## config.mk

```make
export PLATFORM = sky130hd
export DESIGN_NAME = lhr_ram
export DESIGN_NICKNAME = d
export VERILOG_FILES = /design/src/hw/rtl/lhr_ram.sv
export SDC_FILE = /design/constraint.sdc
export NUM_CORES = 1
export LEC_CHECK = 0
export ABC_CLOCK_PERIOD_IN_PS = 2340
export BUFFER_PORTS_ARGS = -buffer_cell sky130_fd_sc_hd__buf_4
export CAP_MARGIN = 10
export CORE_AREA = 2 2 128 130
export CTS_BUF_LIST = sky130_fd_sc_hd__clkbuf_8 sky130_fd_sc_hd__clkbuf_16
export CTS_CLUSTER_DIAMETER = 100
export DETAILED_ROUTE_END_ITERATION = 7
export DIE_AREA = 0 0 130 132
export GPL_TIMING_DRIVEN = 0
export PLACE_DENSITY = 0.52
export SLEW_MARGIN = 20
export SYNTH_ARGS = -nofsm -noshare
export SYNTH_HDL_FRONTEND = slang
export SYNTH_SLANG_ARGS = --single-unit
```

## constraint.sdc

```tcl
create_clock -name i_clk -period 2.34 [get_ports i_clk]
set_clock_uncertainty 0.1 [all_clocks]
set_input_delay 0.468 -clock i_clk [delete_from_list [all_inputs] [get_ports i_clk]]
set_output_delay 0.468 -clock i_clk [all_outputs]
set_load 0.01 [all_outputs]
```

## src/hw/rtl/lhr_ram.sv

```systemverilog
// ----------------------------------------------------------------------------
// lhr_ram
// Simple dual-port synchronous RAM, one write and one registered read port.
// ----------------------------------------------------------------------------
`default_nettype none

module lhr_ram #(
    parameter int WIDTH = 8,
    parameter int DEPTH = 16
) (
    input  wire logic                     i_clk,
    input  wire logic                     i_we,
    input  wire logic [$clog2(DEPTH)-1:0] i_waddr,
    input  wire logic [WIDTH-1:0]         i_wdata,
    input  wire logic [$clog2(DEPTH)-1:0] i_raddr,
    output logic      [WIDTH-1:0]         o_rdata
);

    logic [WIDTH-1:0] r_mem [DEPTH];

    always_ff @(posedge i_clk) begin
        if (i_we) begin
            r_mem[i_waddr] <= i_wdata;
        end
        o_rdata <= r_mem[i_raddr];
    end

endmodule

`default_nettype wire

```

## Word level (Yosys, flattened, before mapping)

Memory sizes are Yosys's and may differ from the RTL's. A register that Yosys moved wholly into a read port is not among the register bits.
Cells that the tools add are included.

| storage, ports and cells | value |
|---|---|
| input port bits | 18 |
| RAM bits | 128 |
| word-level logic and storage cells | 3 |
| register bits | 0 |
| output and inout bits | 8 |
| memories kept | 1 |

| cells by class | value |
|---|---|
| mux-type cells | 2 |

Memories:

| name | depth | bits a word | read ports | clocked after memory_dff | wr ports | line | text |
|---|---|---|---|---|---|---|---|
| r_mem | 16 | 8 | 1 | 1 | 1 | 19 | `logic [WIDTH-1:0] r_mem [DEPTH];` |

Operator list:

| kind | count |
|---|---|
| 1-bit two-way mux | 2 |

## Depth between registers and ports, before layout

| logic depth | value |
|---|---|
| depth after elaboration | 2 |
| mapped depth | 5 |
| mapped depth without buffers | 3 |

## Least setup slack after synthesis

OpenSTA, ideal clock, no wires.

| timing path | value |
|---|---|
| path type | input port to flip-flop |
| start | input port i_waddr[2] |
| end | memory r_mem[0][0], enable pin |
| required time | 1.857 ns |
| data arrival time | 1.578 ns |
| library setup time | 0.383 ns |
| stages | 2 |
| buffers on the path | 0 |
| slack | 0.279 ns |
| cell sequence | or3b_2 > nor3_1 |

RTL lines:

| item | line | text |
|---|---|---|
| start: declaration | 13 | `input wire logic [$clog2(DEPTH)-1:0] i_waddr,` |
| end: declaration | 19 |  |

Straight into the memory's write port.

## Worst setup path after layout

| timing path | value |
|---|---|
| start | input port i_waddr[2] |
| end | memory r_mem[1][7], enable pin |

Straight into the memory's write port.

==> summary.txt <==
Arr. time, crit path = 1790 ps
Final-report setup violation count = 0
Cell variety after synth = 19
CTS Hold Bufs = 0
Final Hold Viols = 0
Clock period minus worst slack = 1860 ps
Initial Utilization = 32.8%
Leak pwr = 2.05 nW
Synth Cell Area = 5150 um^2
Status = completed
Clock Sinks = 136
Pin count of the biggest net entering global routing = 17
Total gr overflow = 0
Detail Placement HPWL = 6.53 mm
Post-CTS resize count = 0
Synth Net Count = 247
Flops & latches, synth = 136
First-pass GRT wire length = 15.7 mm
Logic pwr share = 5.4%
RSZ-0062 raised after global routing = no
Power per cell area = 864 nW/um^2
Die footprint = 17,200 um^2
# DRC = 0
Slew margin rel. = 42.5%
Bufs on Longest Clock Path = 2
Part of the Yosys area used for sequential elements = 77.8%
Cell Int Power = 4.25 mW
1st-iter DRT viols = 180
Critical path endpoint category = flip-flop
CTS clk-pin slew, worst paths = 50 ps
H-tree lvl count = 4
CTS buffer count = 17
Antenna violations before repair = 0
Post-Layout Cell Count = 501
Root buf cell = clkbuf_16
Post-CTS Setup Inserts = 0
Tcrit/Tclk final = 79.4%
CP Class = in -> reg
Die height = 132 um
Placer Congestion = 0.768
Critical path peak fanout = 8
Layout cell share with drive strength beyond 1 = 28.4%
Switch share = 19.9%
Top_reg_cell synth = edfxtp_1
Max-cap violations = 0
Mean post-synth cell area = 22.5 um^2
Core ar. = 15,700 um^2
# rows = 46
Core occupancy in the finished layout = 39.0%
ANT cells = 0
Fmax = 538 MHz
TritonCTS clock tree = yes
Ys Warns = 0
WL/cell = 20.4 um
WP data required = 2270 ps
Total iterations of the first detailed-routing run = 4
Vias per inst = 4.71
Final Max Slew Viols = 0
Vias in the first global route = 2,485
Area grow syn2layout = 19.2%
Die extent in x = 130 um
Type of the tightest min-delay check = in -> reg
Switch Pwr = 1.06 mW
GR Util All Layers = 13.3%
Slew @ Worst Pin = 859 ps
Final net count = 290
Buffers added on ports = 24
Via count = 2,361
Clock Latency Late Sink = 410 ps
Seq pwr share = 51.7%
Fraction of registers with async set/reset = 0%
Post-route ant nets = 0
Clk pwr share = 43.0%
Placed cell count = 469
Worst ir drop on vdd = 0.484 mV
CP startpoint kind = input pin
Number of synthesized flops with an enable pin = 128
Io pins = 26
Routed WL = 10.2 mm
Post-Synthesis Cells = 229
[state kept, by name (all words and copies together), names as in the netlist]
signal   flops
o_rdata      8
r_mem      128
[final cells by class]
cell class              instances  area (um^2)
fillers                      1394         9580
plain buffers                  10         86.3
clock buffers                  20          467
clock inverters                12         50.0
multi-input cells              83         1080
repair buffers                 24          180
flip-flops and latches        136         4000
well taps                     216          270
[synth_stat cells, types with 2 or more instances]
library cell / instances / area, um^2
buf_2: 3 / 15.0
nand3b_1: 2 / 15.0
nand2_1: 9 / 33.8
a22oi_1: 16 / 120
nor3_1: 4 / 20.0
clkdlybuf4s25_2: 3 / 30.0
dfxtp_1: 8 / 160
nand2b_1: 2 / 12.5
mux4_2: 18 / 405
nor2_1: 13 / 48.8
edfxtp_1: 128 / 3840
mux4_1: 14 / 368
buf_6: 3 / 33.8
[layer usage]
metal | vias up | track usage (%) | part of all wire, %
met1 | 1235 | 17.8 | 46
li1 | 1062 | - | -
met2 | 50 | 19.9 | 48
met4 | 0 | 5.26 | 1.5
met3 | 14 | 4.55 | 4.8
met5 | - | 0 | 0
[metrics by stage]
stage	power (mW)	worst slack (ps)	hold WS (ps)	setup TNS [ps]	instance area, um^2
finish	5.30	481	283	0	6130
floorplan	2.93	279	467	0	5150
CTS	5.36	473	271	0	6130
global placement	3.07	-380	570	-3670	5600
global route	5.52	395	278	0	6130
detailed placement	3.08	35.6	583	0	5620
[cell usage in the layout (no fill, tap or decap), drive strengths merged, types with 3 or more instances in the layout]
| master | instances |
|---|---|
| a22oi | 16 |
| mux4 | 32 |
| edfxtp | 128 |
| dfxtp | 8 |
| nor3 | 4 |
| clkdlybuf4s25 | 3 |
| nand2 | 9 |
| clkinv | 4 |
| nor2 | 13 |
| buf | 31 |
| clkbuf | 20 |
| inv | 8 |
[final timing paths]
| kind | startpoint | end | slack (ps) | cells past startpoint |
|---|---|---|---|---|
| worst min register to register | r_mem[11][3] | o_rdata[3] | 590 | 3 |
| worst max register to register | r_mem[11][0] | o_rdata[0] | 850 | 3 |
| worst min-delay path | i_wdata[6] | r_mem[2][6] | 280 | 1 |
| worst max-delay path | i_waddr[2] | r_mem[1][7] | 480 | 3 |
[critical path, cell delays in order]
cell	delay (ps)
buf_4	130
or3b_2	520
nor2_1	670
[power by group through the flow]
stage	sequential, mW	combinational (mW)	clock (mW)
6_report	2.74	0.285	2.28
4_1_cts	2.74	0.292	2.33
5_1_grt	2.74	0.310	2.46
2_1_floorplan	2.79	0.138	0
3_3_place_gp	2.78	0.287	0
3_5_place_dp	2.79	0.291	0
[cells by family after synthesis]
group                  Yosys count  share of synthesized area (%)
AO/OA/AOI/OAI                   16                           2.33
buffers and inverters           10                           1.68
flip-flops                     136                           77.8
multiplexers                    32                           15.0
AND/OR/NAND/NOR                 35                           3.18
(Power assumes the default switching activity.)
